$ cat config.mk
export PLATFORM = sky130hd
export DESIGN_NAME = wbig_ctrl
export DESIGN_NICKNAME = d
export VERILOG_FILES = /design/src/rtl/core/wbig_pkg.sv /design/src/rtl/core/wbig_ctrl.sv
export SDC_FILE = /design/constraint.sdc
export NUM_CORES = 1
export LEC_CHECK = 0
export BUFFER_PORTS_ARGS = -buffer_cell sky130_fd_sc_hd__buf_2
export CORE_AREA = 2 2 39 41
export DETAILED_ROUTE_END_ITERATION = 12
export DIE_AREA = 0 0 41 43
export GPL_TIMING_DRIVEN = 0
export PLACE_DENSITY = 0.52
export SLEW_MARGIN = 15
export SYNTH_ARGS = -nofsm -noshare
export SYNTH_HDL_FRONTEND = slang
export SYNTH_SLANG_ARGS = --single-unit
$ cat constraint.sdc
create_clock -name i_clk -period 1.4 [get_ports i_clk]
set_clock_uncertainty 0.05 [all_clocks]
set_input_delay 0.07 -clock i_clk [delete_from_list [all_inputs] [get_ports i_clk]]
set_output_delay 0.07 -clock i_clk [all_outputs]
set_load 0.01 [all_outputs]
$ cat src/rtl/core/wbig_pkg.sv
// Shared types and constants of the window border/interior GLRT detector.
// Holds field widths, register codes, reset values and the control structs.
// No dependencies; the other files, wbig_div apart, refer to it by scoped names.
`timescale 1ns / 1ps

package wbig_pkg;

    localparam int PIXEL_W    = 8;
    localparam int DIM_W      = 6;
    localparam int RECIP_W    = 17;
    localparam int SCORE_W    = 35;
    localparam int APB_DATA_W = 32;
    localparam int APB_ADDR_W = 4;

    // Register indexes, byte address = 4 * index.
    localparam logic [1:0] REG_WINDOW_HEIGHT           = 2'd0;
    localparam logic [1:0] REG_WINDOW_WIDTH            = 2'd1;
    localparam logic [1:0] REG_BORDER_VARIANCE_RECIP   = 2'd2;
    localparam logic [1:0] REG_INTERIOR_VARIANCE_RECIP = 2'd3;

    localparam logic [DIM_W-1:0]   RST_WINDOW_HEIGHT = 6'd8;
    localparam logic [DIM_W-1:0]   RST_WINDOW_WIDTH  = 6'd8;
    localparam logic [RECIP_W-1:0] RST_RECIP         = 17'd65536;

    // The ring of a rectangle counts each corner once.
    localparam int RING_CORNERS = 4;

    localparam logic signed [SCORE_W-1:0] SCORE_MAX = 35'sh3_FFFF_FFFF;
    localparam logic signed [SCORE_W-1:0] SCORE_MIN = 35'sh4_0000_0000;

    typedef logic [1:0] t_group;
    localparam t_group GRP_BORDER   = 2'd0;
    localparam t_group GRP_INTERIOR = 2'd1;
    localparam t_group GRP_WHOLE    = 2'd2;

    typedef struct packed {
        logic   acc_en;
        t_group grp;
        logic   load_ops;
        logic   mul_ops;
        logic   div_start;
        logic   store_zero;
        logic   store_quot;
        logic   score_mul;
        logic   load_out;
    } t_dp_cmd;

    typedef struct packed {
        logic last_pixel;
        logic not_positive;
        logic div_done;
        logic out_free;
    } t_dp_stat;

endpackage

$ cat src/rtl/core/wbig_ctrl.sv
// Sequencer of the detector: accepts pixels and steps the end-of-window finish.
// Depends on wbig_pkg for the command and status structs and the group codes.
`timescale 1ns / 1ps

module wbig_ctrl (
    input  logic              i_clk,
    input  logic              i_rst_n,
    input  logic              i_valid,
    output logic              o_ready,
    input  wbig_pkg::t_dp_stat i_stat,
    output wbig_pkg::t_dp_cmd  o_cmd
);

    localparam logic [2:0] S_ACC       = 3'd0;
    localparam logic [2:0] S_LOAD      = 3'd1;
    localparam logic [2:0] S_MUL       = 3'd2;
    localparam logic [2:0] S_CHECK     = 3'd3;
    localparam logic [2:0] S_DIV       = 3'd4;
    localparam logic [2:0] S_SCORE_MUL = 3'd5;
    localparam logic [2:0] S_OUT       = 3'd6;

    logic [2:0]       r_state, n_state;
    wbig_pkg::t_group r_grp, n_grp;
    logic             group_done;

    assign o_ready = (r_state == S_ACC);

    always_comb begin
        n_state    = r_state;
        n_grp      = r_grp;
        group_done = 1'b0;
        o_cmd      = '0;
        o_cmd.grp  = r_grp;
        case (r_state)
            S_ACC: begin
                o_cmd.acc_en = i_valid;
                if (i_valid && i_stat.last_pixel) begin
                    n_state = S_LOAD;
                    n_grp   = wbig_pkg::GRP_BORDER;
                end
            end
            S_LOAD: begin
                o_cmd.load_ops = 1'b1;
                n_state        = S_MUL;
            end
            S_MUL: begin
                o_cmd.mul_ops = 1'b1;
                n_state       = S_CHECK;
            end
            S_CHECK: begin
                if (i_stat.not_positive) begin
                    o_cmd.store_zero = 1'b1;
                    group_done       = 1'b1;
                end else begin
                    o_cmd.div_start = 1'b1;
                    n_state         = S_DIV;
                end
            end
            S_DIV: begin
                if (i_stat.div_done) begin
                    o_cmd.store_quot = 1'b1;
                    group_done       = 1'b1;
                end
            end
            S_SCORE_MUL: begin
                o_cmd.score_mul = 1'b1;
                n_state         = S_OUT;
            end
            S_OUT: begin
                // Hold the finished score until the output register is free.
                if (i_stat.out_free) begin
                    o_cmd.load_out = 1'b1;
                    n_state        = S_ACC;
                end
            end
            default: begin
                n_state = S_ACC;
            end
        endcase
        if (group_done) begin
            if (r_grp == wbig_pkg::GRP_WHOLE) begin
                n_state = S_SCORE_MUL;
            end else begin
                n_grp   = r_grp + 2'd1;
                n_state = S_LOAD;
            end
        end
    end

    always_ff @(posedge i_clk) begin
        if (!i_rst_n) begin
            r_state <= S_ACC;
            r_grp   <= wbig_pkg::GRP_BORDER;
        end else begin
            r_state <= n_state;
            r_grp   <= n_grp;
        end
    end

endmodule

# Word-level counts from Yosys, hierarchy flattened
# Index checks and enable logic that the tools add are counted.
# totals
regBits,5
inputBits,7
out_inout_bits,11
word_cells,39
# classes
addsub,1
n_eq_ne,11
mux,22
n_reduce_logical,3
# ops
cell,n
3-bit one-hot mux with 7 select lines,1
3-bit 2-to-1 mux,5
1-bit 2-to-1 mux,10
2-bit 2-to-1 mux,5
"3-bit equality test, second input constant",3
"3-bit by 2-bit equality test with 1-bit output, second input constant",2
"3-bit != test, second input constant",2
4-bit AND reduction,1
"3-bit by 1-bit equality test with 1-bit output, second input constant",1
3-bit logical NOT,1
"3-bit by 1-bit != test with 1-bit output, second input constant",1
"2-bit by 1-bit adder with 2-bit output, second input constant",1
"2-bit equality test, second input constant",1
"2-bit != test, second input constant",1
1-bit one-hot mux with 2 select lines,1
1-bit logical AND,1

# Depth between registers and ports, before layout
# Gate-level depths: netlist (run 1).
# depth
ltp_word,5
depth_mapped,4
mapped_depth_nobuf,3

# Worst setup path before layout (run 1)
# OpenSTA, ideal clock, no wires.
# synth_timing
path_type,flip-flop to flip-flop
from,reg r_state[1]
to,reg r_grp[1]
setup_ns,0.121
arrival_ns,1.129
required_time_ns,1.229
path_slack_ns,0.100
stages_incl_launch_ff,5
path_buffers,1
period_less_slack_ns,1.300
cell_sequence,dfxtp_1 > buf_6 > and4bb_4 > o21ai_2 > mux2_4
# synth_between
elab_chain_len,4
elab_cells_between_ends,7
classes_between,eq/ne (2); mux (4); reduce/logical (1)
# synth_lines
element,line_no,text
from (decl),wbig_ctrl.sv:22,"logic [2:0] r_state, n_state;"
from (signal assigned),wbig_ctrl.sv:95,r_state <= n_state;
3-bit logical NOT,wbig_ctrl.sv:34,case (r_state)
2-bit 2-to-1 mux,wbig_ctrl.sv:34,
2-bit 2-to-1 mux,wbig_ctrl.sv:81,if (r_grp == wbig_pkg::GRP_WHOLE) begin
2-bit 2-to-1 mux (*),wbig_ctrl.sv:80,if (group_done) begin
to (signal assigned),wbig_ctrl.sv:93,r_grp <= wbig_pkg::GRP_BORDER;
to (signal assigned),wbig_ctrl.sv:96,r_grp <= n_grp;
to (decl),wbig_ctrl.sv:23,"wbig_pkg::t_group r_grp, n_grp;"
# Mark *: on every way between the ends. The rest lies on a longest branch, timed or not.
# A chain may end at the register's enable or synchronous reset.

# Worst setup path in the final report (run 1)
# Same ends and word-level chain as after synthesis.

==> summary.md, run 1 <==
| Metric | Value |
|---|---|
| Share of cells above drive strength 1 | `0.533` |
| Drt first-iter violations | `7` |
| Worst hold path class | `primary input to flip-flop` |
| PwrDens | `837 nW/um^2` |
| Gpl congestion | `0.683` |
| Post-CTS setup buffer count | `0` |
| Yosys reg bits | `5` |
| Critical path origin | `r_state[1]$_SDFFE_PN0P_` |
| Most numerous cell in the Yosys netlist | `dfxtp_1` |
| Area delta synth->final | `39.8%` |
| Synth area leaders | `dfxtp_1 (28%), nor3b_1 (6.2%), and3b_2 (5.5%)` |
| Drt pass-1 iters | `2` |
| Gr ovfl total | `0` |
| Clk_lat worst skew | `240 ps` |
| Core footprint | `1380 sq um` |
| Max-slew violation count | `0` |
| Clock-pin transition on the worst setup and hold timing paths | `roughly 50 ps` |
| Max incr delay on CP | `350 ps` |
| Worst Path Arrival | `1420 ps` |
| # IOs | `18` |
| Cell Area, Synth | `approximately 360 sq um` |
| Total Power | `423 uW` |
| Initial antenna violation count | `0` |
| Critical path cell sequence | `buf_6 -> and4bb_4 -> o21ai_2 -> mux2_4` |
| Vias | `375` |
| # fillers | `149` |
| Fin nets | `68` |
| Hpwl dp | `613 microns` |
| Setup CP Type | `flip-flop to flip-flop` |
| CTS tree | `built` |
| Maximum VDD drop | `0.364 mV` |
| P_leak | `0.000237 uW` |
| Maximum clock path buffer count | `2` |
| Ys async rst share | `0` |
| Multi-input logic area | `235 sq um` |
| Antenna cells | `0` |
| Chip height | `~43 microns` |
| Cell Rows | `14` |
| Worst Path Required | `1470 ps` |
| Cells after DPL | `72` |
| Starting density of the core | `0.261` |
| Slowest stage cell on the critical path | `and4bb_4` |
| CTS buffer count | `3` |
| Final Hold Viols | `0` |
| GRT Total Usage | `0.123` |
| First-pass GRT wire length | `1.42 mm` |
| Worst R2R End | `r_grp[1]$_SDFF_PN0_` |
| Avg Cell Area, Syn | `9.27 sq um` |
| Post-synth EDFFs | `0` |
| Top FF cell, synth | `dfxtp_1` |
| Worst Max-Slew Pin Slew | `174 ps` |
| Total wire length | `848 microns` |
| Worst r2r src | `r_state[1]$_SDFFE_PN0P_` |
| Layout Utilization | `0.365` |
| F_max | `744 MHz` |
| ANT nets after route | `0` |
| Die ar. | `1760 sq um` |
| Chip Width | `41 microns` |
| Critical-path maximum fanout | `10` |
| PortBufs | `17` |
| DRC | `0` |
| Layout Cells excl Fill | `76` |
| Status | `completed` |
| Largest area contributor in the netlist | `dfxtp_1` |
| Synth top cells by count | `dfxtp_1 (5), a21oi_1 (3), nor2b_1 (3), nor3b_1 (3)` |
| # Max-Cap Violations | `0` |
| Rel. slew slack | `0.883` |
| Synthesis Warnings | `0` |
| Crit path time final | `about 1300 ps` |
| Register area share after synthesis | `0.277` |
| Setup violators final | `0` |
| TritonCTS Sinks | `5` |
| Reg area | `100 sq um` |
| Netlist cell types | `27` |
| Critical path startpoint category | `flip-flop` |
| Clock root buffer | `clkbuf_4` |
| Share of Yosys cell area claimed by the top area cell type | `0.277` |
| Worst reg-to-reg setup slack | `60 ps` |
| Syn Nets | `46` |
| Final Cycle Share | `0.960` |
| Via-per-instance ratio | `4.93` |
| Length in cells of the worst reg-to-reg path | `4` |
| CP endpoint kind | `flip-flop` |
| Avg WL per Cell | `11.2 microns` |
| Vias in the first global route | `315` |
| Hold_ws | `67.9 ps` |
| Post-Syn Instances | `39` |
| H-tree levels | `1` |
| Largest net degree at the start of global routing | `11` |
| End of the critical path | `r_grp[1]$_SDFF_PN0_` |
-- worst min-delay path by stage --
stage / to / from / cells past startpoint
after global routing: r_state[0]$_SDFFE_PN0P_ / i_rst_n / 2
after detailed placement: r_state[0]$_SDFFE_PN0P_ / i_rst_n / 2
after floorplan: o_cmd[4] / i_stat[2] / 1
after CTS: r_state[0]$_SDFFE_PN0P_ / i_rst_n / 2
after global placement: r_state[0]$_SDFFE_PN0P_ / i_rst_n / 2
final: r_state[0]$_SDFFE_PN0P_ / i_rst_n / 2
-- report_power, final --
part           switching (uW)  leakage [uW]  internal [uW]
Combinational            49.5      0.000181           53.0
Clock                    58.5     0.0000150            108
Sequential               4.96     0.0000406            149
Total                     113      0.000237            310
-- critical path, delay by kind of cell (launching register included) --
| kind | cells | cell delay (ps) |
|---|---|---|
| AND/OR/NAND/NOR | 1 | 350 |
| flip-flops | 1 | 310 |
| multiplexers | 1 | 290 |
| buffers and inverters | 1 | 140 |
| AO/OA/AOI/OAI | 1 | 80 |
-- area by class of cell --
class                           count  share of cell area
Buffer                              4              0.0693
Clock buffer                        4              0.0520
Inverter                            1             0.00743
Multi-Input combinational cell     29               0.465
Sequential cell                     5               0.198
Tap cell                           16              0.0396
Timing Repair Buffer               17               0.168
-- metrics by stage --
stage          worst slack (ps)  cell area [sq um]  setup TNS [ps]
5_1_grt                   -2.96                505           -2.96
3_3_place_gp               78.7                467               0
3_5_place_dp               79.7                467               0
4_1_cts                    29.3                493               0
2_1_floorplan               100                362               0
6_report                   55.4                505               0
-- what timing repair did --
item,in CTS,in global routing
resized for setup,0,4
setup endpoints to repair,0,2
hold buffers,0,0
-- routing by layer --
layer,vias to the layer above,wire length (microns),track usage
met5,-,0,0
met4,0,11,0.0800
met3,2,73,0.0628
met2,16,336,0.141
met1,167,426,0.174
li1,190,-,-
-- cells by family (layout without fill, tap and decap cells) --
kind of cell	Yosys count	count (layout)	share of synthesized area
AOI/OAI and AO/OA	11	11	0.211
buffers and inverters	5	26	0.0899
DFF	5	5	0.277
muxes	2	2	0.0692
and+or+nand+nor	16	16	0.353
-- cells in the final DEF (no fill, tap or decap), types with 2 or more instances in the layout --
| cell | synthesis | layout |
|---|---|---|
| buf_2 | 1 | 17 |
| dfxtp_1 | 5 | 5 |
| nor3b_1 | 3 | 3 |
| nor2b_1 | 3 | 3 |
| a21oi_1 | 3 | 3 |
| clkbuf_4 | 0 | 3 |
| buf_6 | 1 | 2 |
| and3b_2 | 2 | 2 |
| nand2_1 | 2 | 2 |
Note: power is estimated with default switching activity, not from simulation.
==> run 2: changes to the inputs <==
- BUFFER_PORTS_ARGS: -buffer_cell sky130_fd_sc_hd__buf_2 -> -buffer_cell sky130_fd_sc_hd__buf_4
- RECOVER_POWER: unset -> 100
==> run 2 against run 1 <==
Cell count rose by 2.6%. Clock-buffer cell count stayed put. Clock power decreased by 4%. Global-route usage fell by 0.29 points.
==> summary.md, run 2 (synthesis gave the netlist of run 1 again) <==
| Metric | Value |
|---|---|
| Status | `completed` |
| GRT Total Usage | `0.121 (-0.00289)` |
| Core footprint | `1380 sq um (unchanged)` |
| Area after DPL | `509 sq um (+9.1%)` |
| Crit path time final | `1320 ps (-19.8 ps)` |
| Gpl congestion | `0.673 (-1.5%)` |
| Worst slack, placed | `82.4 ps (+2.71 ps)` |
| Drt first-iter violations | `2 (-5)` |
| Die ar. | `1760 sq um (unchanged)` |
| Worst Path Required | `1470 ps (about the same)` |
| Max-slew violation count | `0 (unchanged)` |
| Avg WL per Cell | `10.4 microns (-6.5%)` |
| Unrepaired setup endpoints after global routing | `no` |
| Clk_lat worst skew | `230 ps (about the same)` |
| Final Hold Viols | `0 (unchanged)` |
| Cell Rows | `14 (unchanged)` |
| Drt pass-1 iters | `2 (unchanged)` |
| CP endpoint kind | `flip-flop` |
| CTS tree | `built` |
| Setup violators final | `0 (unchanged)` |
| Via-per-instance ratio | `4.64 (-5.9%)` |
| Chip height | `43 microns (unchanged)` |
| Setup CP Type | `flip-flop to flip-flop` |
| Critical path startpoint category | `flip-flop` |
| # IOs | `18 (unchanged)` |
| Maximum clock path buffer count | `2 (unchanged)` |
| Worst hold path class | `primary input to flip-flop` |
| CTS buffer count | `3 (unchanged)` |
| Maximum VDD drop | `0.326 mV (-10%)` |
| ANT nets after route | `0 (unchanged)` |
| Setup_tns | `0 ps (unchanged)` |
| # Max-Cap Violations | `0 (unchanged)` |
| Hpwl dp | `590 microns (-3.6%)` |
| First-pass GRT wire length | `1.39 mm (-2.0%)` |
| Final Cycle Share | `0.946 (-0.0142)` |
| Worst Hold Depth | `2 (unchanged)` |
| Antenna cells | `0 (unchanged)` |
| DRC | `0 (unchanged)` |
| TritonCTS Sinks | `5 (unchanged)` |
| H-tree levels | `1 (unchanged)` |
| Worst Path Arrival | `1400 ps (-20 ps)` |
| Area delta synth->final | `50.5%` |
| Gr ovfl total | `0 (unchanged)` |
| Vias in the first global route | `311 (-1.3%)` |
| P_leak | `0.000230 uW (-3.1%)` |
| Critical-path maximum fanout | `10 (unchanged)` |
| Total wire length | `814 microns (-4.0%)` |
| Starting density of the core | `0.261 (unchanged)` |
| Commonest non-fill, non-tap cell in the layout | `buf_4` |
| Rel. slew slack | `0.878 (-0.00502)` |
| Largest net degree at the start of global routing | `11 (unchanged)` |
| Fin nets | `70 (+2.9%)` |
| Worst Max-Slew Pin Slew | `183 ps (+8.77 ps)` |
| PortBufs | `17 (unchanged)` |
| Final worst slack | `75.2 ps (+19.8 ps)` |
| Length in cells of the worst reg-to-reg path | `4 (unchanged)` |
| Post-route design area | `544 sq um (+7.7%)` |
| PwrDens | `787 nW/um^2 (-6.1%)` |
| Chip Width | `41 microns (unchanged)` |
| Clock-pin transition on the worst setup and hold timing paths | `40 ps (about the same)` |
| Initial antenna violation count | `0 (unchanged)` |
| Most frequent cells in the layout | `buf_4 (13), clkbuf_1 (7), dfxtp_1 (5)` |
| Clock root buffer | `clkbuf_4` |
| Share of cells above drive strength 1 | `0.452 (-0.0817)` |
| F_max | `755 MHz (+1.5%)` |
| Vias | `362 (-3.5%)` |
-- run 2: cell count changes in the layout (fill, tap and decap cells not counted), sizes merged --
cell	delta
buf	-4
clkbuf	+6
-- run 2: power by group --
group          leakage, uW  internal [uW]  switching (uW)
clock network    0.0000150            107            53.0
registers        0.0000406            150            4.63
logic             0.000174           62.8            50.7
-- run 2: worst max-delay path: stages (launching register included) --
cell and delay [ps]:
dfxtp_1 310, buf_6 140, and4bb_4 350, o21ai_2 80
mux2_4 290
-- run 2: worst paths after layout --
check / endpoint / slack [ps] / from
worst max-delay path: r_grp[1]$_SDFF_PN0_ / 80 / r_state[1]$_SDFFE_PN0P_
worst min-delay path: r_state[1]$_SDFFE_PN0P_ / 40 / i_rst_n
worst min register to register: flip-flop / 460 / flip-flop
worst max register to register: r_grp[1]$_SDFF_PN0_ / 80 / r_state[1]$_SDFFE_PN0P_
-- run 2: stage by stage --
stage	total power (uW)	hold slack, ps	utilization	instances
floorplan	218	136	-	39
global placement	266	288	0.368	72
detailed placement	265	286	0.368	72
CTS	434	36.2	0.387	76
global route	470	56.3	0.393	78
finish	428	44.0	0.393	78
-- run 2: layout make-up --
class | instances | area [sq um]
buffer | 4 | 38.8
fill | 154 | 840
timing repair buffer | 19 | 120
multi-input combinational | 29 | 235
clock buffer | 4 | 26.3
inverter | 1 | 3.75
tap | 16 | 20.0
sequential | 5 | 100
-- run 2: routing by layer --
| layer | share of wire | global-route usage | vias up |
|---|---|---|---|
| met5 | 0 | 0 | - |
| met4 | 0 | 0.0600 | 0 |
| met3 | 0.10 | 0.0628 | 0 |
| met2 | 0.41 | 0.141 | 14 |
| met1 | 0.49 | 0.174 | 154 |
| li1 | - | - | 194 |
-- run 2: what timing repair did --
item,CTS,global route
endpoints found under the hold margin,0,0
gates resized for setup,0,5
setup buffers,0,2
setup endpoints to repair,0,2
hold buffers,0,0
==> run 3: changes to the inputs <==
- HOLD_SLACK_MARGIN: unset -> 0.08
==> run 3 against run 2 <==
Clock-buffer cell count unchanged. Sequential power barely moved. Final area up 1.8%. Hold slack improved by 81 ps. Fmax shrank 0.18%. Sequential share of layout area decreased by 0.33 points. Register-to-register slack is essentially flat. Flip-flop and latch count stayed put. Highest routed layer unchanged.
==> summary.md, run 3 (synthesis gave the netlist of run 1 again) <==
| Metric | Value |
|---|---|
| Status | `completed` |
| CTS buffer count | `3 (unchanged)` |
| P_leak | `0.000234 uW (+1.8%)` |
| Length in cells of the worst reg-to-reg path | `4 (unchanged)` |
| Worst Max-Slew Pin Slew | `183 ps (unchanged)` |
| Setup CP Type | `flip-flop to flip-flop` |
| Cell Rows | `14 (unchanged)` |
| Combinational power share | `0.269 (+0.004)` |
| Gpl congestion | `0.673 (unchanged)` |
| GRT Total Usage | `0.124 (+0.00302)` |
| Chip Width | `41 microns (unchanged)` |
| F_max | `753 MHz (-0.18%)` |
| Sw power | `109 uW (+0.48%)` |
| Worst Hold Depth | `3 (+1)` |
| Setup violators final | `0 (unchanged)` |
| # IOs | `18 (unchanged)` |
| Worst Path Required | `1470 ps (about the same)` |
| DRC | `0 (unchanged)` |
| Worst R2R End | `r_grp[1]$_SDFF_PN0_` |
| Chip height | `43 microns (unchanged)` |
| Die ar. | `1760 sq um (unchanged)` |
| Crit path time final | `1330 ps (+2.38 ps)` |
| Sw Ratio | `0.253 (about the same)` |
| Vias | `368 (+1.7%)` |
| Fin nets | `71 (+1.4%)` |
| Avg WL per Cell | `10.5 microns (+0.67%)` |
| Core footprint | `1380 sq um (unchanged)` |
| Area delta synth->final | `53.3%` |
| Worst r2r src | `r_state[1]$_SDFFE_PN0P_` |
| Max incr delay on CP | `350 ps (about the same)` |
| Area after DPL | `509 sq um (unchanged)` |
| Largest net degree at the start of global routing | `11 (unchanged)` |
| Worst Path Arrival | `1400 ps (about the same)` |
| Total Power | `430 uW (+0.54%)` |
| Clock share of power | `0.373 (-0.002)` |
| Max-slew violation count | `0 (unchanged)` |
| Post-route design area | `554 sq um (+1.8%)` |
| Setup_tns | `0 ps (unchanged)` |
| CP endpoint kind | `flip-flop` |
| Share of cells above drive strength 1 | `0.444 (-0.00717)` |
| Clk_lat worst skew | `230 ps (about the same)` |
| ANT nets after route | `0 (unchanged)` |
| Initial antenna violation count | `0 (unchanged)` |
| Hold_ws | `125 ps (+80.6 ps)` |
| End of the critical path | `r_grp[1]$_SDFF_PN0_` |
| Critical path origin | `r_state[1]$_SDFFE_PN0P_` |
| Maximum VDD drop | `0.336 mV (+2.9%)` |
| Drt pass-1 iters | `2 (unchanged)` |
| Worst reg-to-reg setup slack | `70 ps (about the same)` |
| Starting density of the core | `0.261 (unchanged)` |
| Critical-path maximum fanout | `10 (unchanged)` |
| Commonest non-fill, non-tap cell in the layout | `buf_4` |
| Critical path cell sequence | `buf_6 -> and4bb_4 -> o21ai_2 -> mux2_4` |
| PwrDens | `776 nW/um^2 (-1.3%)` |
| Antenna cells | `0 (unchanged)` |
| Hpwl dp | `590 microns (unchanged)` |
| Unrepaired setup endpoints after global routing | `no` |
| CTS tree | `built` |
| First-pass GRT wire length | `1.44 mm (+3.0%)` |
| Worst hold path class | `primary input to flip-flop` |
| Vias in the first global route | `327 (+5.1%)` |
| PortBufs | `17 (unchanged)` |
| Maximum clock path buffer count | `2 (unchanged)` |
| Sequential share of power | `0.358 (-0.002)` |
| Clock root buffer | `clkbuf_4` |
| H-tree levels | `1 (unchanged)` |
| Gr ovfl total | `0 (unchanged)` |
| # Max-Cap Violations | `0 (unchanged)` |
| Via-per-instance ratio | `4.66 (+0.37%)` |
| Rel. slew slack | `0.878 (unchanged)` |
| Most frequent cells in the layout | `buf_4 (13), clkbuf_1 (7), dfxtp_1 (5)` |
| Final Cycle Share | `0.948 (+0.00170)` |
| Slowest stage cell on the critical path | `and4bb_4` |
| Layout Utilization | `0.401 (+0.00723)` |
| Final Hold Viols | `0 (unchanged)` |
| Clock-pin transition on the worst setup and hold timing paths | `40 ps (about the same)` |
| Critical path startpoint category | `flip-flop` |
| Drt first-iter violations | `2 (unchanged)` |
| Total wire length | `830 microns (+2.0%)` |
| Internal power | `322 uW (+0.56%)` |
| TritonCTS Sinks | `5 (unchanged)` |
[run 3: changes by cell type in the layout (fill, tap and decap cells not counted)]
| cell | previous run | this run |
|---|---|---|
| dlygate4sd3_1 | 0 | 1 |
[run 3: worst min-delay path by stage]
stage                   start                 endpoint  slack (ps)
floorplan           i_stat[2]                 o_cmd[4]         140
global placement      i_rst_n  r_state[1]$_SDFFE_PN0P_         290
detailed placement    i_rst_n  r_state[1]$_SDFFE_PN0P_         290
CTS                 i_stat[3]                flip-flop         120
global route        i_stat[3]                flip-flop         160
finish              i_stat[3]                flip-flop         120
[run 3: repair_timing]
| item | CTS | global route |
|---|---|---|
| buffers inserted | 0 | 2 |
| setup endpoints to repair | 0 | 2 |
| endpoints found under the hold margin | 3 | 0 |
| hold buffers | 1 | 0 |
| gates resized for setup | 0 | 5 |
[run 3: critical path: cells and delay by family (launching register included)]
family / cells / cell delay, ps
compound gates: 1 / 80
buf+inv: 1 / 140
mux: 1 / 290
simple gates: 1 / 350
flops: 1 / 310
[run 3: metrics by stage]
step	worst slack, ps	std cells
after global placement	77.5	72
after detailed placement	82.4	72
after floorplan	100	39
after CTS	37.7	77
final	72.8	79
after global routing	7.47	79
[run 3: metal layers]
metal / GRT usage / up-vias / routed length, microns
li1: - / 196 / -
met1: 0.174 / 158 / 400
met2: 0.150 / 14 / 346
met3: 0.0628 / 0 / 84
met4: 0.0600 / 0 / 0
met5: 0 / - / 0
[run 3: area by class of cell]
type | count | area (sq um)
inverters | 1 | 3.75
well taps | 16 | 20.0
clock buffers | 4 | 26.3
plain buffers | 4 | 38.8
repair buffers | 20 | 130
multi-input cells | 29 | 235
flip-flops and latches | 5 | 100
fillers | 153 | 830
[run 3: power by group through the flow]
stage	combinational [uW]	clock [uW]	sequential, uW
after floorplan	62.6	0	155
after global placement	110	0	156
after detailed placement	109	0	156
after CTS	112	170	153
after global routing	129	189	155
final	116	160	154
